File: config.mk
export PLATFORM = sky130hd
export DESIGN_NAME = tdfa_outq
export DESIGN_NICKNAME = d
export VERILOG_FILES = /design/src/rtl/tdfa_pkg.sv /design/src/rtl/tdfa_outq.sv
export SDC_FILE = /design/constraint.sdc
export NUM_CORES = 1
export LEC_CHECK = 0
export BUFFER_PORTS_ARGS = -buffer_cell sky130_fd_sc_hd__clkbuf_2
export CAP_MARGIN = 20
export CORE_ASPECT_RATIO = 1.4
export CORE_UTILIZATION = 56
export DETAILED_ROUTE_END_ITERATION = 6
export MAX_ROUTING_LAYER = met4
export PLACE_DENSITY = 0.84
export SETUP_SLACK_MARGIN = 0.2
export SLEW_MARGIN = 20
export SYNTH_ARGS = -nofsm -noshare
export SYNTH_HDL_FRONTEND = slang
export SYNTH_SLANG_ARGS = --single-unit
File: constraint.sdc
create_clock -name clk -period 5.35 [get_ports clk]
set_input_delay 0.2675 -clock clk [delete_from_list [all_inputs] [get_ports clk]]
set_output_delay 0.2675 -clock clk [all_outputs]
set_load 0.005 [all_outputs]
File: src/rtl/tdfa_pkg.sv
// Package for the table-driven DFA longest-match unit.
// Holds the beat types, action and register codes, character constants
// and the word-character test used by the core.
package tdfa_pkg;

  // Table geometry and text limits.
  localparam int NUM_STATES_DEF = 256;
  localparam int MAX_TEXT_LEN   = 65536;
  localparam int POS_LIMIT_INT  = (MAX_TEXT_LEN - 1 > 65535) ? 65535 : MAX_TEXT_LEN - 1;
  localparam logic [15:0] POS_LIMIT = 16'(POS_LIMIT_INT);

  // Field widths.
  localparam int STATE_W = 8;
  localparam int BYTE_W  = 8;
  localparam int POS_W   = 16;
  localparam int ENTRY_W = STATE_W + 1;   // next state and accept bit

  // Special values.
  localparam logic [STATE_W-1:0] DEAD_STATE = 8'd0;
  localparam logic [BYTE_W-1:0]  NUL_BYTE   = 8'h00;

  // Character bounds for the word test.
  localparam logic [7:0] CH_LOWER_A = 8'h61;
  localparam logic [7:0] CH_LOWER_Z = 8'h7A;
  localparam logic [7:0] CH_UPPER_A = 8'h41;
  localparam logic [7:0] CH_UPPER_Z = 8'h5A;
  localparam logic [7:0] CH_DIGIT_0 = 8'h30;
  localparam logic [7:0] CH_DIGIT_9 = 8'h39;
  localparam logic [7:0] CH_UNDER   = 8'h5F;

  // Input beat kinds.
  typedef enum logic [1:0] {
    ACT_LOAD  = 2'd0,
    ACT_BEGIN = 2'd1,
    ACT_TEXT  = 2'd2,
    ACT_NONE  = 2'd3
  } tdfa_action_t;

  // Configuration register indexes.
  localparam logic [1:0] CFG_START_NONWORD = 2'd0;
  localparam logic [1:0] CFG_START_WORD    = 2'd1;
  localparam logic [1:0] CFG_END_ANCHOR    = 2'd2;

  typedef struct packed {
    logic [STATE_W-1:0] start_nonword;
    logic [STATE_W-1:0] start_word;
    logic               end_anchor;
  } tdfa_cfg_t;

  // One input beat, unpacked.
  typedef struct packed {
    tdfa_action_t       action;
    logic [STATE_W-1:0] entry_state;
    logic [BYTE_W-1:0]  entry_byte;
    logic [STATE_W-1:0] entry_next;
    logic               entry_accept;
    logic [POS_W-1:0]   start_offset;
    logic               has_prev;
    logic [BYTE_W-1:0]  prev_byte;
    logic [BYTE_W-1:0]  text_byte;
  } tdfa_item_t;

  // One result beat.
  typedef struct packed {
    logic             matched;
    logic [POS_W-1:0] match_start;
    logic [POS_W-1:0] match_end;
  } tdfa_result_t;

  // True for letters, digits and underscore.
  function automatic logic is_word_byte(input logic [7:0] b);
    return ((b >= CH_LOWER_A) && (b <= CH_LOWER_Z)) ||
           ((b >= CH_UPPER_A) && (b <= CH_UPPER_Z)) ||
           ((b >= CH_DIGIT_0) && (b <= CH_DIGIT_9)) ||
           (b == CH_UNDER);
  endfunction

endpackage

File: src/rtl/tdfa_outq.sv
// Result output register with one skid entry, so results can wait while
// new input beats are taken. Depends on tdfa_pkg.
module tdfa_outq (
  input  logic                   clk,
  input  logic                   rst_n,
  input  logic                   push_valid,
  input  tdfa_pkg::tdfa_result_t push_data,
  output logic                   out_valid,
  input  logic                   out_ready,
  output tdfa_pkg::tdfa_result_t out_data,
  output logic [1:0]             held
);
  import tdfa_pkg::*;

  logic         head_valid_r, head_valid_nxt;
  logic         skid_valid_r, skid_valid_nxt;
  tdfa_result_t head_r, head_nxt;
  tdfa_result_t skid_r, skid_nxt;
  logic         pop;

  assign pop = head_valid_r && out_ready;

  // Move results forward from the skid entry and take in new ones.
  always_comb begin
    head_valid_nxt = head_valid_r;
    skid_valid_nxt = skid_valid_r;
    head_nxt       = head_r;
    skid_nxt       = skid_r;
    if (pop) begin
      if (skid_valid_r) begin
        head_nxt       = skid_r;
        skid_valid_nxt = 1'b0;
      end else begin
        head_valid_nxt = 1'b0;
      end
    end
    if (push_valid) begin
      if (!head_valid_nxt) begin
        head_nxt       = push_data;
        head_valid_nxt = 1'b1;
      end else begin
        skid_nxt       = push_data;
        skid_valid_nxt = 1'b1;
      end
    end
  end

  always_ff @(posedge clk) begin
    if (!rst_n) begin
      head_valid_r <= 1'b0;
      skid_valid_r <= 1'b0;
    end else begin
      head_valid_r <= head_valid_nxt;
      skid_valid_r <= skid_valid_nxt;
    end
  end

  always_ff @(posedge clk) begin
    head_r <= head_nxt;
    skid_r <= skid_nxt;
  end

  assign out_valid = head_valid_r;
  assign out_data  = head_r;
  assign held      = {1'b0, head_valid_r} + {1'b0, skid_valid_r};

endmodule

==> results of run 1 <==
sequential cells by signal (all words and copies together) (netlist names):
name and count:
out_data 33, out_valid 1, skid_r 33, skid_valid_r 1
logic make-up after synthesis:
| logic type | Yosys count |
|---|---|
| compound gates | 3 |
| mux | 66 |
| buf+inv | 7 |
| flops | 68 |
| fa+ha+maj | 2 |
| simple gates | 8 |
through the flow:
stage | area, um2 | setup slack, ns | std cells | hold slack [ns] | total power, uW
final | 3470 | 3.05 | 301 | 0.115 | 1290
after global routing | 3470 | 2.92 | 301 | 0.0953 | 1340
after CTS | 3470 | 3.01 | 301 | 0.0922 | 1300
after detailed placement | 3230 | 3.01 | 285 | 0.463 | 800
after global placement | 3230 | 3.06 | 285 | 0.458 | 795
after floorplan | 2830 | 2.78 | 154 | 0.366 | 735
cell usage in the layout (no fill, tap or decap):
master,n
a21oi_1,1
a32oi_1,1
buf_4,1
bufinv_16,3
clkbuf_2,72
clkbuf_8,9
clkinv_1,1
clkinv_2,1
clkinv_4,1
clkinvlp_4,1
dfxtp_1,35
edfxtp_1,33
ha_1,2
inv_1,1
mux2_2,6
mux2_4,60
nand2_1,2
nand2b_1,1
nand3_4,1
nor2_4,1
nor2b_1,3
o21ai_4,1
synthesized netlist by cell type:
library cell,count
a21oi_1,1
nand3_4,1
nand2b_1,1
inv_1,1
mux2_4,60
dfxtp_1,35
edfxtp_1,33
nand2_1,2
buf_6,6
nor2b_1,3
ha_1,2
nor2_1,1
mux2_2,6
a32oi_1,1
o21ai_2,1
power groups by stage:
stage	clock [uW]	sequential [uW]	combinational, uW
global placement	0	618	177
detailed placement	0	620	180
finish	498	608	181
floorplan	0	621	115
global route	531	613	195
CTS	510	609	183
path summary, 6_finish.rpt:
path | start | slack (ns) | depth (start not counted) | end
setup / recovery | out_valid$_SDFF_PN0_ | 3.05 | 5 | out_data[8]$_DFF_P_
hold / removal | push_data[15] | 0.12 | 1 | skid_r[15]$_DFFE_PP_
setup reg to reg | out_valid$_SDFF_PN0_ | 3.05 | 5 | out_data[8]$_DFF_P_
hold reg to reg | skid_r[1]$_DFFE_PP_ | 0.60 | 2 | out_data[1]$_DFF_P_
metal layers:
layer	routed length, um	GRT usage, %
met5	0	-
met4	106	11.4
met3	208	5.32
met2	2430	32.2
met1	1910	21.1
cell type report:
cell class	count	area (um2)	share of cell area (%)
sequential	68	1690	48.8
multi-input combinational	79	1080	31.3
tap	64	80.1	2.31
inverter	1	3.75	0.108
clock inverter	7	115	3.32
timing repair buffer	73	368	10.6
clock buffer	9	124	3.57
critical path, delay by kind of cell, from the launching register on:
family	cells	cell delay (ns)
buf+inv	1	0.44
flops	1	0.52
mux	1	0.34
simple gates	1	0.09
compound gates	1	0.59
fa+ha+maj	1	0.20
==> run metrics, run 1 <==
core area 4840 um2; vias per std cell 5.02; setup tns final 0 ns; slowest stage delay, CP 0.59 ns; Worst Setup End Kind register; post-DP HPWL a little under 3000 um; Starting Density 58.5%; Tmin final between 2 and 2.5 ns; setup bufs post-CTS 0; P_int 1020 uW; status completed; crit start category register; Routed WL 4660 um; clock share of power 38.7%; GP Congestion ~0.7; post-CTS resize count 0; H-tree levels 3; period utilization a little over two fifths; full die area 5350 um2; Final Slew Violations 0; height of the die roughly 86 um; Pleak 0.00163 uW; unrepaired setup endpoints after global routing false; crit path cell chain ha_1, nor2b_1, o21ai_4, buf_4, mux2_4; PwrDens 371 nW/um2; Post-DRT Antenna Nets 0; combinational share of power 14.0%; post-synthesis mux area share 34.2%; synthesized area 2830 um2; Antenna diodes 0; router iterations before antenna repair 4; YS warnings 0; CP arrival between 2 and 3 ns; switch share 21.0%; GRT Residual Overflow 0; Synth Area in XOR/XNOR 0%; DR WL/cell 15.5 um; synthesized-area fraction occupied by adder cells 0.883%; Area contributors post-synth edfxtp_1 (35%), mux2_4 (32%), dfxtp_1 (25%), buf_6 (2.4%), mux2_2 (2.4%); share of the synthesized area in the top cell type a little over a third; Final Hold Fails 0; clk sink count 68; largest family of logic cells by synthesized area multiplexers; VDD IR-drop max 274 uV; fmax 0.434 GHz; Synth Area in Compound Gates less than 1%; Worst EP required 5.57 ns; Clock Tree Buf Depth 2; synthesized area per cell 18.4 um2; Flop pwr share between 40% and 50%; Psw 270 uW; max_slew headroom 35.6%; Max-cap violations 0; CTS hold repair buffers 0; post-synthesis register bit count 68; share of layout cells above drive strength 1 66.2%; Hold Path Class primary input to register; Layout fillers 335; Final nets between 200 and 300; worst-path maximum fanout 17; PortBufs 72; Crit-path slowest cell o21ai_4; sequential fraction of the synthesis area 59.7%; drt drc 0; clock skew about 0.0060 ns; total CTS buffers 9; first-pass GRT wire length 7380 um; root buf cell clkbuf_8; largest net degree at the start of global routing 34; initial antenna violation count 0; area grow syn2layout 22.4%; critical path class register to register; CTS tree done; Simple-Gate Fraction of Synth Area ~1.9%; vias in the first global route 1554; worst skew pair latency 0.34 ns; 1st-iter DRT viols 79; Setup violations, final 0; Synth area leader edfxtp_1; syn_nets 193; vias between 1500 and 2000; final core occ 71.6%; Worst-Margin Slew 0.963 ns; Unique masters post-synth 15; row cnt 30; Gate Count Post-Synth ~150; # IOs 73; total track usage 19.5%; clk slew on worst S/H paths 0.07 ns; Die Width 62.1 um
Note: power is estimated with default switching activity, not from simulation.
==> run 2, diff against run 1 <==
- CORE_UTILIZATION: 56 -> 47
- PLACE_DENSITY: 0.84 -> 0.75
- clock period: 5.35 -> 1.9 ns (I/O delays scaled with it)
==> run 2 against run 1 <==
Net effect: register-to-register slack got worse by 2.7 ns; combinational power rose to 3.2 times the previous value; largest power group unchanged; clock skew barely moved; via count rose by 8.1%; fmax rose by 50%; count of clock-buffer cells in the layout rose by 2; routed wire length rose by 8.3%; design area rose by 11%; non-clock buffer count rose by 39.
==> run metrics, run 2 (synthesis results as in run 1) <==
status completed (unchanged); row cnt 33 (was 30); largest net degree at the start of global routing 21 (was 34); full die area 6350 um2 (was 5350 um2); first-pass GRT wire length 7910 um (was 7380 um); H-tree levels 3 (unchanged); Worst EP required 2.13 ns (was 5.57 ns); share of layout cells above drive strength 1 59.6% (was 66.2%); most frequent cells in the layout clkbuf_2 (72), mux2_4 (60), dlygate4sd3_1 (34), dfxtp_1 (34), edfxtp_1 (33) (was clkbuf_2 (72), mux2_4 (60), dfxtp_1 (35)); height of the die 93.9 um (was 86.2 um); drt drc 0 (unchanged); vias per std cell 4.74 (was 5.02); vias in the first global route 1698 (was 1554); PortBufs 72 (unchanged); vias 1635 (was 1512); commonest non-fill, non-tap cell in the layout clkbuf_2 (unchanged); Starting Density 48.7% (was 58.5%); worst skew pair latency 0.33 ns (was 0.34 ns); Antenna diodes 0 (unchanged); Final Non-Filler Cells 345 (was 301); core area 5820 um2 (was 4840 um2); critical path class register to register (unchanged); fmax 0.650 GHz (was 0.434 GHz); CP arrival 1.76 ns (was 2.53 ns); router iterations before antenna repair 4 (unchanged); Worst Setup End Kind register (unchanged); post-DP HPWL 3280 um (was 2980 um); crit start category register (unchanged); VDD IR-drop max 599 uV (was 274 uV); Final Hold Fails 0 (unchanged); clk sink count 68 (unchanged); Tmin final 1.54 ns (was 2.30 ns); Die Width 67.6 um (was 62.1 um); placed cells 296 (was 285); period utilization 81.0% (was 43.1%); Max-cap violations 0 (unchanged); worst-path maximum fanout 20 (was 17); setup bufs post-CTS 0 (unchanged); setup tns final 0 ns (unchanged); Routed WL 5050 um (was 4660 um); GRT Residual Overflow 0 (unchanged); final core occ 66.2% (was 71.6%); Setup violations, final 0 (unchanged); unrepaired setup endpoints after global routing false (unchanged); CTS tree done (unchanged); max_slew headroom 77.7% (was 35.6%); initial antenna violation count 0 (unchanged); GP Congestion 0.663 (was 0.700); DR WL/cell 14.6 um (was 15.5 um); Post-DRT Antenna Nets 0 (unchanged); 1st-iter DRT viols 85 (was 79); clk slew on worst S/H paths 0.07 ns (about the same); DP Area 3310 um2 (was 3230 um2); total power 3470 uW (was 1290 uW); Clock Tree Buf Depth 2 (unchanged); clock skew 0.00624 ns (was 0.00604 ns); Design Area, Final 3850 um2 (was 3470 um2); Final Slew Violations 0 (unchanged); PwrDens 900 nW/um2 (was 371 nW/um2); area grow syn2layout 36.1% (was 22.4%); Pleak 0.00180 uW (was 0.00163 uW); total CTS buffers 9 (unchanged); Hold Path Class primary input to register (unchanged); total track usage 17.7% (was 19.5%); Final nets 310 (was 271); Worst-Margin Slew 0.334 ns (was 0.963 ns); root buf cell clkbuf_8 (unchanged); # IOs 73 (unchanged)
-- run 2: changes by cell type in the layout (fill, tap and decap cells not counted), sizes merged --
| cell | change |
|---|---|
| clkbuf | +2 |
| dlygate4sd3 | +34 |
| clkinvlp | -1 |
| buf | +5 |
| bufinv | -2 |
-- run 2: stage by stage --
stage	hold slack, ns	setup WS, ns
after detailed placement	0.288	0.210
final	0.100	0.362
after global placement	0.286	0.259
after global routing	0.183	0.279
after floorplan	0.194	0.223
after CTS	0.101	0.203
-- run 2: power breakdown --
part,leakage (uW),total (uW),switching [uW],internal (uW)
logic,0.00110,579,179,400
registers,0.000595,1710,60.2,1650
clock network,0.000105,1180,508,668
-- run 2: what timing repair did --
action / 4_1_cts / 5_1_grt
hold buffers: 34 / 0
setup endpoints to repair: 0 / 33
gates resized for setup: 0 / 2
hold endpoints to repair: 55 / 0
-- run 2: path summary, 6_finish.rpt --
kind	start	endpoint	slack, ns	cells past startpoint
setup / recovery	skid_valid_r$_SDFF_PN0_	out_data[17]$_DFF_P_	0.36	5
hold / removal	push_valid	out_valid$_SDFF_PN0_	0.10	3
setup reg to reg	skid_valid_r$_SDFF_PN0_	out_data[17]$_DFF_P_	0.36	5
hold reg to reg	skid_r[1]$_DFFE_PP_	out_data[1]$_DFF_P_	0.60	2
-- run 2: area by class of cell --
cell class / instances / area [um2]
Clock buffer: 11 / 151
Timing Repair Buffer: 112 / 783
Fill cell: 414 / 1970
Clock inverter: 4 / 48.8
Inverter: 1 / 3.75
Sequential cell: 68 / 1690
Tap cell: 70 / 87.6
Multi-Input combinational cell: 79 / 1090
-- run 2: per-layer routing --
metal  up-vias  track usage (%)  wire [um]
met3        10             4.00        242
met5         -                -          0
met1       765             20.4       2190
met4         0             9.04         91
li1        807                -          -
met2        53             28.3       2520
-- run 2: worst max-delay path: stages (launching register included) --
cell and delay, ns:
dfxtp_1 0.42, ha_1 0.20, nor2b_2 0.07, o21ai_4 0.19, buf_12 0.23, mux2_4 0.32
