`src/rtl/tdfa_pkg.sv`:
```
// Package for the table-driven DFA longest-match unit.
// Holds the beat types, action and register codes, character constants
// and the word-character test used by the core.
package tdfa_pkg;

  // Table geometry and text limits.
  localparam int NUM_STATES_DEF = 256;
  localparam int MAX_TEXT_LEN   = 65536;
  localparam int POS_LIMIT_INT  = (MAX_TEXT_LEN - 1 > 65535) ? 65535 : MAX_TEXT_LEN - 1;
  localparam logic [15:0] POS_LIMIT = 16'(POS_LIMIT_INT);

  // Field widths.
  localparam int STATE_W = 8;
  localparam int BYTE_W  = 8;
  localparam int POS_W   = 16;
  localparam int ENTRY_W = STATE_W + 1;   // next state and accept bit

  // Special values.
  localparam logic [STATE_W-1:0] DEAD_STATE = 8'd0;
  localparam logic [BYTE_W-1:0]  NUL_BYTE   = 8'h00;

  // Character bounds for the word test.
  localparam logic [7:0] CH_LOWER_A = 8'h61;
  localparam logic [7:0] CH_LOWER_Z = 8'h7A;
  localparam logic [7:0] CH_UPPER_A = 8'h41;
  localparam logic [7:0] CH_UPPER_Z = 8'h5A;
  localparam logic [7:0] CH_DIGIT_0 = 8'h30;
  localparam logic [7:0] CH_DIGIT_9 = 8'h39;
  localparam logic [7:0] CH_UNDER   = 8'h5F;

  // Input beat kinds.
  typedef enum logic [1:0] {
    ACT_LOAD  = 2'd0,
    ACT_BEGIN = 2'd1,
    ACT_TEXT  = 2'd2,
    ACT_NONE  = 2'd3
  } tdfa_action_t;

  // Configuration register indexes.
  localparam logic [1:0] CFG_START_NONWORD = 2'd0;
  localparam logic [1:0] CFG_START_WORD    = 2'd1;
  localparam logic [1:0] CFG_END_ANCHOR    = 2'd2;

  typedef struct packed {
    logic [STATE_W-1:0] start_nonword;
    logic [STATE_W-1:0] start_word;
    logic               end_anchor;
  } tdfa_cfg_t;

  // One input beat, unpacked.
  typedef struct packed {
    tdfa_action_t       action;
    logic [STATE_W-1:0] entry_state;
    logic [BYTE_W-1:0]  entry_byte;
    logic [STATE_W-1:0] entry_next;
    logic               entry_accept;
    logic [POS_W-1:0]   start_offset;
    logic               has_prev;
    logic [BYTE_W-1:0]  prev_byte;
    logic [BYTE_W-1:0]  text_byte;
  } tdfa_item_t;

  // One result beat.
  typedef struct packed {
    logic             matched;
    logic [POS_W-1:0] match_start;
    logic [POS_W-1:0] match_end;
  } tdfa_result_t;

  // True for letters, digits and underscore.
  function automatic logic is_word_byte(input logic [7:0] b);
    return ((b >= CH_LOWER_A) && (b <= CH_LOWER_Z)) ||
           ((b >= CH_UPPER_A) && (b <= CH_UPPER_Z)) ||
           ((b >= CH_DIGIT_0) && (b <= CH_DIGIT_9)) ||
           (b == CH_UNDER);
  endfunction

endpackage

```
`src/rtl/tdfa_core.sv`:
```
// Match core: table write and lookup addressing, run state and the
// result decision. Depends on tdfa_pkg; drives the transition table RAM.
module tdfa_core #(
  parameter int NUM_STATES = tdfa_pkg::NUM_STATES_DEF,
  parameter int AW         = $clog2(NUM_STATES) + 8
) (
  input  logic                          clk,
  input  logic                          rst_n,
  input  tdfa_pkg::tdfa_cfg_t           cfg,
  input  logic                          in_accept,
  input  tdfa_pkg::tdfa_item_t          item,
  output logic                          ram_we,
  output logic [AW-1:0]                 ram_waddr,
  output logic [tdfa_pkg::ENTRY_W-1:0]  ram_wdata,
  output logic                          ram_re,
  output logic [AW-1:0]                 ram_raddr,
  input  logic [tdfa_pkg::ENTRY_W-1:0]  ram_rdata,
  output logic                          push_valid,
  output tdfa_pkg::tdfa_result_t        push_data,
  output logic                          busy
);
  import tdfa_pkg::*;

  localparam int SW = AW - 8;
  localparam logic [STATE_W:0] STATE_LIM = (STATE_W+1)'(NUM_STATES);

  // Run state.
  logic [STATE_W-1:0] cur_state_r, cur_state_nxt;
  logic               running_r, running_nxt;
  logic [POS_W-1:0]   pos_r, pos_nxt;
  logic [POS_W-1:0]   begin_pos_r, begin_pos_nxt;
  logic               seen_r, seen_nxt;
  logic [POS_W-1:0]   acc_pos_r, acc_pos_nxt;
  logic               at_nul_r, at_nul_nxt;

  // Lookup stage: a text beat waiting for its table entry.
  logic               s_text_r, s_text_nxt;
  logic [BYTE_W-1:0]  s_byte_r, s_byte_nxt;
  logic               s_oob_r, s_oob_nxt;

  logic [STATE_W-1:0] tbl_next;
  logic               tbl_acc;
  logic               active;
  logic               stop;
  logic [STATE_W-1:0] src_state;
  logic               seen_upd;
  logic               at_nul_upd;
  logic [POS_W-1:0]   acc_pos_upd;
  logic               start_word;
  logic               matched;

  // Table entry for the beat in the lookup stage; states past the table read dead.
  always_comb begin
    tbl_next    = s_oob_r ? DEAD_STATE : ram_rdata[ENTRY_W-1:1];
    tbl_acc     = !s_oob_r && ram_rdata[0];
    active      = s_text_r && running_r;
    stop        = (s_byte_r == NUL_BYTE) || (tbl_next == DEAD_STATE);
    seen_upd    = seen_r || tbl_acc;
    at_nul_upd  = tbl_acc ? (s_byte_r == NUL_BYTE) : at_nul_r;
    acc_pos_upd = tbl_acc ? pos_r : acc_pos_r;
  end

  // The state for the next lookup comes straight from the table when a run continues.
  assign src_state = active ? tbl_next : cur_state_r;

  // Table write and lookup ports.
  always_comb begin
    ram_we    = in_accept && (item.action == ACT_LOAD) &&
                ({1'b0, item.entry_state} < STATE_LIM);
    ram_waddr = {item.entry_state[SW-1:0], item.entry_byte};
    ram_wdata = {item.entry_next, item.entry_accept};
    ram_re    = in_accept && (item.action == ACT_TEXT);
    ram_raddr = {src_state[SW-1:0], item.text_byte};
  end

  // Lookup stage loading.
  always_comb begin
    s_text_nxt = in_accept && (item.action == ACT_TEXT);
    s_byte_nxt = in_accept ? item.text_byte : s_byte_r;
    s_oob_nxt  = ({1'b0, src_state} >= STATE_LIM);
  end

  // Result of a run that stops on this beat.
  always_comb begin
    matched               = seen_upd && (!cfg.end_anchor || at_nul_upd);
    push_valid            = active && stop;
    push_data.matched     = matched;
    push_data.match_start = matched ? begin_pos_r : '0;
    push_data.match_end   = matched ? acc_pos_upd : '0;
  end

  assign start_word = item.has_prev && is_word_byte(item.prev_byte);

  // Run state update: the staged text beat first, then a newer begin beat overrides.
  always_comb begin
    cur_state_nxt = cur_state_r;
    running_nxt   = running_r;
    pos_nxt       = pos_r;
    begin_pos_nxt = begin_pos_r;
    seen_nxt      = seen_r;
    acc_pos_nxt   = acc_pos_r;
    at_nul_nxt    = at_nul_r;
    if (active) begin
      seen_nxt    = seen_upd;
      acc_pos_nxt = acc_pos_upd;
      at_nul_nxt  = at_nul_upd;
      if (stop) begin
        running_nxt = 1'b0;
      end else begin
        cur_state_nxt = tbl_next;
        if (pos_r < POS_LIMIT) begin
          pos_nxt = pos_r + 16'd1;
        end
      end
    end
    if (in_accept && (item.action == ACT_BEGIN)) begin
      cur_state_nxt = start_word ? cfg.start_word : cfg.start_nonword;
      running_nxt   = 1'b1;
      pos_nxt       = item.start_offset;
      begin_pos_nxt = item.start_offset;
      seen_nxt      = 1'b0;
      acc_pos_nxt   = '0;
      at_nul_nxt    = 1'b0;
    end
  end

  always_ff @(posedge clk) begin
    if (!rst_n) begin
      cur_state_r <= '0;
      running_r   <= 1'b0;
      pos_r       <= '0;
      begin_pos_r <= '0;
      seen_r      <= 1'b0;
      acc_pos_r   <= '0;
      at_nul_r    <= 1'b0;
      s_text_r    <= 1'b0;
    end else begin
      cur_state_r <= cur_state_nxt;
      running_r   <= running_nxt;
      pos_r       <= pos_nxt;
      begin_pos_r <= begin_pos_nxt;
      seen_r      <= seen_nxt;
      acc_pos_r   <= acc_pos_nxt;
      at_nul_r    <= at_nul_nxt;
      s_text_r    <= s_text_nxt;
    end
  end

  // Stage payload needs no reset.
  always_ff @(posedge clk) begin
    s_byte_r <= s_byte_nxt;
    s_oob_r  <= s_oob_nxt;
  end

  assign busy = s_text_r;

endmodule

```
`config.mk`:
```
export PLATFORM = sky130hd
export DESIGN_NAME = tdfa_core
export DESIGN_NICKNAME = d
export VERILOG_FILES = /design/src/rtl/tdfa_pkg.sv /design/src/rtl/tdfa_core.sv
export SDC_FILE = /design/constraint.sdc
export NUM_CORES = 1
export LEC_CHECK = 0
export BUFFER_PORTS_ARGS = -buffer_cell sky130_fd_sc_hd__buf_2
export CAP_MARGIN = 15
export CELL_PAD_IN_SITES_DETAIL_PLACEMENT = 0
export CELL_PAD_IN_SITES_GLOBAL_PLACEMENT = 1
export CORE_MARGIN = 2
export CORE_UTILIZATION = 36
export DETAILED_ROUTE_END_ITERATION = 8
export PLACE_DENSITY_LB_ADDON = 0.1
export SLEW_MARGIN = 20
export SYNTH_ARGS = -nofsm -noshare
export SYNTH_HDL_FRONTEND = slang
export SYNTH_SLANG_ARGS = --single-unit
```
`constraint.sdc`:
```
create_clock -name clk -period 4.03 [get_ports clk]
set_input_delay 1.0075 -clock clk [delete_from_list [all_inputs] [get_ports clk]]
set_output_delay 1.0075 -clock clk [all_outputs]
set_load 0.01 [all_outputs]
```
==> flow_metrics.env, run 1 <==
export IMPL_grt_max_degree=36
export IMPL_fin_total_pwr_mw=1.49
export IMPL_synth_compound_gate_area_share_pct=18.8
export IMPL_arrival_ns=2.29
export IMPL_synthTopCellsByArea="dfxtp_1 (32%), nand2_1 (8.6%), buf_4 (7.4%)"
export IMPL_syn_nets=538
export IMPL_htreeDepth=3
export IMPL_finalHoldViolations=0
export IMPL_synth_cells=448
export IMPL_synth_xor_area_share_pct=0
export IMPL_yosys_most_used_dff="dfxtp_1"
export IMPL_muxShareOfSynthArea_pct=8.82
export IMPL_r2r_end="pos_r[5]"
export IMPL_p_per_area_nw_per_um2=341
export IMPL_worstSetupEndpoint="push_valid"
export IMPL_dr_pass1_iters=4
export IMPL_rrSetupSlack_ns=1.73
export IMPL_track_usage_pct=17.8
export IMPL_grt_pass1_wl_mm=16.0
export IMPL_drc=0
export IMPL_r2r_start="pos_r[0]"
export IMPL_synth_top_family_by_area="simple AND/OR/NAND/NOR gates"
export IMPL_layout_drive_gt1_share_pct=29.9
export IMPL_start_util_pct=36.6
export IMPL_setup_tns_ns=0
export IMPL_slew_headroom_pct=40.1
export IMPL_p_leak_nw=1.80
export IMPL_fp_dieW_um=106
export IMPL_synth_top_area_cell="dfxtp_1"
export IMPL_area_delta_synth_final_pct=16.9
export IMPL_syn_area_um2=3750
export IMPL_hpwl_mm=6.94
export IMPL_place_gp_congestion=0.800
export IMPL_crit_chain="buf_2 -> or4_1 -> nor2_1 -> nor2_1 -> nor2_1 -> buf_2"
export IMPL_synth_common_cells="nand2_1 (86), dfxtp_1 (60), a21oi_1 (38)"
export IMPL_grt_overflow=0
export IMPL_cts_setup_buffers=0
export IMPL_routedWlPerCell_um=15.1
export IMPL_antenna_cells=0
export IMPL_avgSynthCellArea_um2=8.36
export IMPL_path_clk_slew_ns=0.07
export IMPL_rows=37
export IMPL_setup_viol=0
export IMPL_num_io_pins=167
export IMPL_clk_path_buf_depth=2
export IMPL_vias_per_cell=5.13
export IMPL_insertion_delay_ns=0.34
export IMPL_finalCriticalPeriod_ns=3.30
export IMPL_drv_cap=0
export IMPL_cts_resized_gates=0
export IMPL_peakVddDrop_uv=224
export IMPL_cts_buffers=9
export IMPL_yosysUniqueCellTypes=57
export IMPL_ff2ff_path_depth=6
export IMPL_seq_area_frac_synth_pct=38.5
export IMPL_portBuffers=116
export IMPL_dieArea_um2=11200
export IMPL_hp_class="reg2reg"
export IMPL_dr_total_vias=3394
export IMPL_maxClockFrequency_mhz=303
export IMPL_die_y_um=106
export IMPL_tightest_slew_ns=0.894
export IMPL_cp_end_kind="output pin"
export IMPL_core_area_um2=10200
export IMPL_synth_adder_area_share_pct=0.334
export IMPL_required_ns=3.02
export IMPL_cts_hold_buf=0
export IMPL_synth_simple_gate_area_share_pct=22.2
export IMPL_fin_nets=610
export IMPL_drt_total_wl_mm=9.96
export IMPL_rsz0062_at_grt="no"
export IMPL_min_from="begin_pos_r[8]"
export IMPL_synth_top_area_share_pct=32.1
export IMPL_grt_pass1_vias=3333
export IMPL_cp_startpoint="ram_rdata[3]"
export IMPL_max_stage_delay_ns=0.54
export IMPL_synthArstFlopShare_pct=0
export IMPL_clkSinkCount=68
export IMPL_drt_iter0_drc=123
export IMPL_crit_fanout=4
export IMPL_yosys_warnings=0
export IMPL_cts_root_buf="clkbuf_8"
export IMPL_final_max_slew_viol_count=0
export IMPL_finClkSkew_ns=0.00826
export IMPL_cts_tree="built"
export IMPL_cpMostUsedCell="nor2_1"
export IMPL_setup_worst_path_class="in2out"
export IMPL_status="completed"
export IMPL_cp_slowest_cell="or4_1"
export IMPL_cp_start_kind="primary input"
export IMPL_ant_nets=0
export IMPL_synth_seq_cells=68
export IMPL_synthMostInstantiatedCell="nand2_1"
export IMPL_antenna_found_initial=0
export IMPL_synth_edf_count=8
export IMPL_period_share_pct=81.9
[worst min path at each step]
stage | slack [ns] | to | depth (start not counted)
after detailed placement | 0.44 | begin_pos_r[15] | 2
after CTS | 0.45 | begin_pos_r[15] | 2
after global routing | 0.47 | begin_pos_r[9] | 2
after global placement | 0.44 | begin_pos_r[2] | 2
after floorplan | 0.43 | begin_pos_r[0] | 2
final | 0.45 | begin_pos_r[8] | 2
[final cells by class]
cell class,instances,area [um^2]
clock buffer,14,194
inverter,7,26.3
tap,136,170
timing repair buffer,123,633
fill,1058,5850
multi-input combinational,311,1880
sequential,68,1440
clock inverter,2,37.5
[registers in the layout, indices dropped and copies added, names as in the netlist]
name / cells
acc_pos_r: 16
at_nul_r: 1
begin_pos_r: 16
busy: 1
cur_state_r: 8
pos_r: 16
running_r: 1
s_byte_r: 8
seen_r: 1
[per-stage QoR]
stage / std cells / hold slack (ns) / utilization [%] / instance area, um^2 / setup slack [ns]
3_5_place_dp: 645 / 0.443 / 40.6 / 4150 / 0.711
5_1_grt: 661 / 0.473 / 42.8 / 4380 / 0.656
3_3_place_gp: 645 / 0.440 / 40.6 / 4150 / 0.755
2_1_floorplan: 448 / 0.432 / - / 3750 / 1.02
6_report: 661 / 0.452 / 42.8 / 4380 / 0.731
4_1_cts: 661 / 0.453 / 42.8 / 4380 / 0.704
[logic make-up after synthesis]
family                   after synthesis
multiplexers                          32
buffers and inverters                 69
adder cells (fa/ha/maj)                1
AO/OA/AOI/OAI                        106
flip-flops                            68
AND/OR/NAND/NOR                      172
[power breakdown]
| part | internal (mW) | switching, mW | leakage, nW |
|---|---|---|---|
| logic | 0.0623 | 0.0838 | 1.12 |
| registers | 0.703 | 0.0110 | 0.564 |
| clock network | 0.375 | 0.259 | 0.114 |
| total | 1.14 | 0.354 | 1.80 |
[cell usage in the layout, fill, tap and decap left out, types with 2 or more instances in the layout]
cell type / netlist / layout
a211oi_1: 3 / 3
a21oi_1: 38 / 38
a22oi_1: 8 / 8
a31oi_1: 5 / 5
a32oi_1: 2 / 2
and2_1: 3 / 3
and3_1: 5 / 5
and3b_1: 2 / 2
buf_2: 2 / 116
buf_4: 37 / 7
clkbuf_8: 0 / 12
dfxtp_1: 60 / 60
edfxtp_1: 8 / 8
inv_1: 6 / 6
mux2_2: 8 / 8
mux2i_1: 24 / 24
nand2_1: 86 / 86
nand3_1: 5 / 5
nand3b_1: 2 / 2
nand4_1: 5 / 5
nor2_1: 28 / 28
nor2_2: 2 / 2
nor2b_1: 17 / 17
o21ai_0: 7 / 7
o21ai_1: 4 / 4
o22ai_1: 9 / 9
o311ai_0: 4 / 4
o311ai_1: 3 / 3
o31a_1: 4 / 4
o31ai_1: 7 / 7
or3_1: 3 / 3
or4_1: 6 / 6
[routing by layer]
metal,global-route usage (%),vias up,wire (um),part of all wire [%]
met5,0,-,0,0
met4,6.20,0,142,1.4
met3,4.48,15,555,5.6
met2,30.3,116,4890,49
met1,21.9,1561,4370,44
li1,-,1702,-,-
[worst max-delay path, delay by kind of cell]
kind	cells	cell delay, ns
and+or+nand+nor	4	1.03
buffers and inverters	2	0.26
Note: power is estimated with default switching activity, not from simulation.
==> run 2: changes to the inputs <==
--- a/config.mk
+++ b/config.mk
@@ -10,7 +10,7 @@
 export CELL_PAD_IN_SITES_DETAIL_PLACEMENT = 0
 export CELL_PAD_IN_SITES_GLOBAL_PLACEMENT = 1
 export CORE_MARGIN = 2
-export CORE_UTILIZATION = 36
+export CORE_UTILIZATION = 30
 export DETAILED_ROUTE_END_ITERATION = 8
 export PLACE_DENSITY_LB_ADDON = 0.1
 export SLEW_MARGIN = 20
==> constraint.sdc (replaced) <==
create_clock -name clk -period 2.8 [get_ports clk]
set_input_delay 0.7 -clock clk [delete_from_list [all_inputs] [get_ports clk]]
set_output_delay 0.7 -clock clk [all_outputs]
set_load 0.01 [all_outputs]
==> flow_metrics.env, run 2 (synthesis gave the netlist of run 1 again) <==
export IMPL_dr_total_vias=3531
export IMPL_hpwl_mm=7.71
export IMPL_drv_cap=0
export IMPL_final_cell_mix="buf_2 (110), nand2_1 (86), dfxtp_1 (60)"
export IMPL_r2r_start="pos_r[0]"
export IMPL_hp_class="reg2reg"
export IMPL_fp_dieW_um=116
export IMPL_area_delta_synth_final_pct=25.6
export IMPL_antenna_found_initial=0
export IMPL_crit_chain="or4_4 -> nor2_4 -> o21ai_2 -> o21a_4 -> clkbuf_16 -> nor2b_1 -> buf_2"
export IMPL_cp_end_kind="output pin"
export IMPL_drc=0
export IMPL_fin_nets=621
export IMPL_insertion_delay_ns=0.33
export IMPL_grt_pass1_wl_mm=16.8
export IMPL_required_ns=2.10
export IMPL_core_area_um2=12100
export IMPL_max_stage_delay_ns=0.55
export IMPL_m1WireLength_mm=4.82
export IMPL_cp_slowest_cell="or4_4"
export IMPL_dr_pass1_iters=5
export IMPL_p_per_area_nw_per_um2=483
export IMPL_final_common_cell="buf_2"
export IMPL_setup_viol=0
export IMPL_peakVddDrop_uv=266
export IMPL_p_leak_nw=1.89
export IMPL_grt_max_degree=34
export IMPL_status="completed"
export IMPL_period_share_pct=98.7
export IMPL_slew_headroom_pct=41.8
export IMPL_drt_iter0_drc=169
export IMPL_ff2ff_path_depth=6
export IMPL_clk_path_buf_depth=2
export IMPL_portBuffers=116
export IMPL_path_clk_slew_ns=0.05
export IMPL_reg_top3="acc_pos_r (16), begin_pos_r (16), pos_r (16)"
export IMPL_die_y_um=116
export IMPL_crit_buf_inv=2
export IMPL_grt_pass1_vias=3349
export IMPL_layout_drive_gt1_share_pct=34.3
export IMPL_rsz0062_at_grt="yes"
export IMPL_finalHoldViolations=0
export IMPL_tightest_slew_ns=0.868
export IMPL_dp_cells=685
export IMPL_arrival_ns=2.06
export IMPL_top_layer="met4"
export IMPL_final_cells=701
export IMPL_fin_total_pwr_mw=2.27
export IMPL_track_usage_pct=16.2
export IMPL_maxClockFrequency_mhz=362
export IMPL_r2r_end="pos_r[5]"
export IMPL_final_max_slew_viol_count=0
export IMPL_rrSetupSlack_ns=0.48
export IMPL_fillerInstances=1299
export IMPL_setup_worst_path_class="reg2out"
export IMPL_place_area_um2=4250
export IMPL_place_ws_ns=0.233
export IMPL_crit_fanout=8
export IMPL_finalCriticalPeriod_ns=2.76
export IMPL_start_util_pct=30.9
export IMPL_finClkSkew_ns=0.00415
export IMPL_rows=40
export IMPL_cp_start_kind="flip-flop"
export IMPL_num_io_pins=167
export IMPL_cts_buffers=9
export IMPL_holdWs_ns=0.447
export IMPL_dieArea_um2=13400
export IMPL_path_delay_family="simple AND/OR/NAND/NOR gates"
export IMPL_clkSinkCount=68
export IMPL_drt_total_wl_mm=11.3
export IMPL_cp_startpoint="s_byte_r[6]"
export IMPL_cp_depth=7
export IMPL_vias_per_cell=5.04
export IMPL_ant_nets=0
export IMPL_cts_tree="built"
export IMPL_worstSetupEndpoint="push_data[22]"
export IMPL_met3WireLength_um=801
export IMPL_htreeDepth=3
export IMPL_antenna_cells=0
export IMPL_design_area_um2=4700
export IMPL_final_setup_worst_slack_ns=0.0354
export IMPL_cts_root_buf="clkbuf_16"
export IMPL_routedWlPerCell_um=16.1
export IMPL_grt_overflow=0
export IMPL_wl_met2_mm=5.46
export IMPL_place_gp_congestion=0.793
[run 2: changes by cell type in the layout (fill, tap and decap cells not counted), sizes merged]
cell      delta
buf          +9
bufinv       -1
clkbuf       +1
clkinvlp     -1
[run 2: how the worst min path moves through the flow]
stage / end / slack, ns / start / cells after the start
finish: begin_pos_r[13] / 0.45 / begin_pos_r[13] / 2
global route: begin_pos_r[10] / 0.46 / begin_pos_r[10] / 2
CTS: begin_pos_r[10] / 0.45 / begin_pos_r[10] / 2
detailed placement: begin_pos_r[10] / 0.44 / begin_pos_r[10] / 2
global placement: begin_pos_r[11] / 0.44 / begin_pos_r[11] / 2
floorplan: begin_pos_r[0] / 0.43 / begin_pos_r[0] / 2
[run 2: stage by stage]
step | utilization, % | TNS (ns)
2_1_floorplan | - | 0
3_3_place_gp | 35.1 | 0
3_5_place_dp | 35.1 | 0
4_1_cts | 37.3 | 0
5_1_grt | 38.8 | -0.600
6_report | 38.8 | 0
[run 2: area by class of cell]
type | instances | area (um^2) | share of cell area (%)
clock buffers | 13 | 250 | 5.32
flip-flops and latches | 68 | 1440 | 30.6
inverters | 7 | 26.3 | 0.559
well taps | 168 | 210 | 4.47
repair buffers | 134 | 805 | 17.1
multi-input cells | 311 | 1970 | 41.9
[run 2: report_power, final]
group | internal, mW | total [mW] | switching, mW
Clock | 0.609 | 0.997 | 0.388
Sequential | 1.01 | 1.03 | 0.0148
Combinational | 0.108 | 0.245 | 0.138
[run 2: repair_timing]
item,4_1_cts,5_1_grt
gates cloned,0,3
gates resized for setup,5,30
pin swaps,1,5
buffers inserted,0,0
setup endpoints to repair,33,32
hold endpoints to repair,0,0
hold buffers,0,0
[run 2: worst register-to-register path, stage by stage, from the launching register on]
cell and delay (ns):
dfxtp_1 0.48, ha_1 0.25, nand3_1 0.22, or3_4 0.50, nor2_8 0.26, or2_2 0.34, o221a_1 0.22
[run 2: layer usage]
metal / up-vias / GRT usage, %
met4: 0 / 6.03
met1: 1645 / 19.7
met5: - / 0
li1: 1720 / -
met2: 149 / 27.4
met3: 17 / 4.50
==> run 3: changes to the inputs <==
--- a/config.mk
+++ b/config.mk
@@ -9,10 +9,10 @@
 export CAP_MARGIN = 15
 export CELL_PAD_IN_SITES_DETAIL_PLACEMENT = 0
 export CELL_PAD_IN_SITES_GLOBAL_PLACEMENT = 1
-export CORE_MARGIN = 2
 export CORE_UTILIZATION = 30
 export DETAILED_ROUTE_END_ITERATION = 8
 export PLACE_DENSITY_LB_ADDON = 0.1
+export SETUP_SLACK_MARGIN = 0.15
 export SLEW_MARGIN = 20
 export SYNTH_ARGS = -nofsm -noshare
 export SYNTH_HDL_FRONTEND = slang
==> flow_metrics.env, run 3 (synthesis gave the netlist of run 1 again) <==
export IMPL_slew_headroom_pct=41.1
export IMPL_drt_total_wl_mm=10.6
export IMPL_place_gp_congestion=0.797
export IMPL_dr_pass1_iters=4
export IMPL_antenna_cells=0
export IMPL_final_max_slew_viol_count=0
export IMPL_fin_nets=619
export IMPL_finalCriticalPeriod_ns=2.74
export IMPL_cts_buffers=9
export IMPL_maxClockFrequency_mhz=366
export IMPL_final_cells=702
export IMPL_drt_iter0_drc=185
export IMPL_start_util_pct=30.9
export IMPL_cp_end_kind="output pin"
export IMPL_status="completed"
export IMPL_design_area_um2=4600
export IMPL_peakVddDrop_uv=250
export IMPL_insertion_delay_ns=0.33
export IMPL_htreeDepth=3
export IMPL_setup_worst_path_class="reg2out"
export IMPL_dr_total_vias=3510
export IMPL_drv_cap=0
export IMPL_reg_top3="acc_pos_r (16), begin_pos_r (16), pos_r (16)"
export IMPL_dieArea_um2=12900
export IMPL_fp_dieW_um=114
export IMPL_rows=40
export IMPL_drc=0
export IMPL_setup_tns_ns=0
export IMPL_hpwl_mm=7.48
export IMPL_m1WireLength_mm=4.63
export IMPL_met3WireLength_um=629
export IMPL_setup_viol=0
export IMPL_grt_pass1_wl_mm=16.7
export IMPL_grt_pass1_vias=3272
export IMPL_place_area_um2=4250
export IMPL_area_delta_synth_final_pct=22.8
export IMPL_top_layer="met4"
export IMPL_cts_root_buf="clkbuf_16"
export IMPL_final_common_cell="buf_2"
export IMPL_finalHoldViolations=0
export IMPL_p_per_area_nw_per_um2=523
export IMPL_dp_cells=685
export IMPL_routedWlPerCell_um=15.1
export IMPL_cts_tree="built"
export IMPL_antenna_found_initial=0
export IMPL_arrival_ns=2.04
export IMPL_hp_class="reg2reg"
export IMPL_finClkSkew_ns=0.00599
export IMPL_clkSinkCount=68
export IMPL_portBuffers=116
export IMPL_vias_per_cell=5.00
export IMPL_tightest_slew_ns=0.879
export IMPL_die_y_um=114
export IMPL_cp_start_kind="flip-flop"
export IMPL_rsz0062_at_grt="yes"
export IMPL_num_io_pins=167
export IMPL_path_clk_slew_ns=0.06
export IMPL_final_cell_mix="buf_2 (116), nand2_1 (86), dfxtp_1 (60)"
export IMPL_grt_overflow=0
export IMPL_required_ns=2.10
export IMPL_track_usage_pct=16.8
export IMPL_wl_met2_mm=5.09
export IMPL_crit_fanout=33
export IMPL_period_share_pct=97.7
export IMPL_layout_drive_gt1_share_pct=32.2
export IMPL_p_leak_nw=1.89
export IMPL_core_area_um2=12100
export IMPL_fin_total_pwr_mw=2.40
export IMPL_clk_path_buf_depth=2
export IMPL_grt_max_degree=34
export IMPL_ant_nets=0
-- run 3: changes by cell type in the layout (fill, tap and decap cells not counted), sizes merged --
| cell | change |
|---|---|
| clkbuf | -3 |
| clkinv | +2 |
| clkinvlp | +1 |
| bufinv | +1 |
-- run 3: timing repair --
item,4_1_cts,5_1_grt
endpoints found under the setup margin,34,34
buffers inserted,0,1
resized for setup,5,6
hold buffers,0,0
pin swaps,1,1
-- run 3: critical path: stages, from the launching register on --
cell and delay, ns:
edfxtp_1 0.36, or4_4 0.55, nor2_4 0.15, o21ai_1 0.07
o21a_1 0.13, buf_12 0.18, nor2_1 0.12, buf_2 0.14
-- run 3: worst paths after layout --
| kind | start | slack (ns) | cells past startpoint | end |
|---|---|---|---|---|
| worst min register to register | begin_pos_r[13] | 0.45 | 2 | begin_pos_r[13] |
| worst min-delay path | begin_pos_r[13] | 0.45 | 2 | begin_pos_r[13] |
| worst max register to register | pos_r[0] | 0.53 | 6 | pos_r[5] |
| worst max-delay path | s_byte_r[5] | 0.06 | 7 | push_data[4] |
-- run 3: final cells by class --
class / count / area [um^2]
fillers: 1302 / 7510
multi-input cells: 311 / 1900
flip-flops and latches: 68 / 1440
repair buffers: 132 / 717
clock buffers: 12 / 256
well taps: 168 / 210
clock inverters: 4 / 47.5
inverters: 7 / 26.3
-- run 3: through the flow --
step	util, %	worst slack [ns]	hold slack, ns
6_report	38.0	0.0650	0.448
5_1_grt	38.0	-0.0324	0.466
4_1_cts	37.8	0.0116	0.453
3_5_place_dp	35.1	0.238	0.444
3_3_place_gp	35.1	0.283	0.441
2_1_floorplan	-	0.393	0.432
-- run 3: power breakdown --
part           internal (mW)  switching [mW]  leakage (nW)
clock                  0.735           0.419         0.149
combinational         0.0972           0.125          1.17
sequential              1.01          0.0150         0.564
total                   1.85           0.559          1.89
-- run 3: routing by layer --
layer / vias to the layer above / GRT usage [%]
met5: - / 0
met4: 0 / 7.37
met3: 19 / 4.52
met2: 149 / 26.8
met1: 1615 / 21.3
li1: 1727 / -
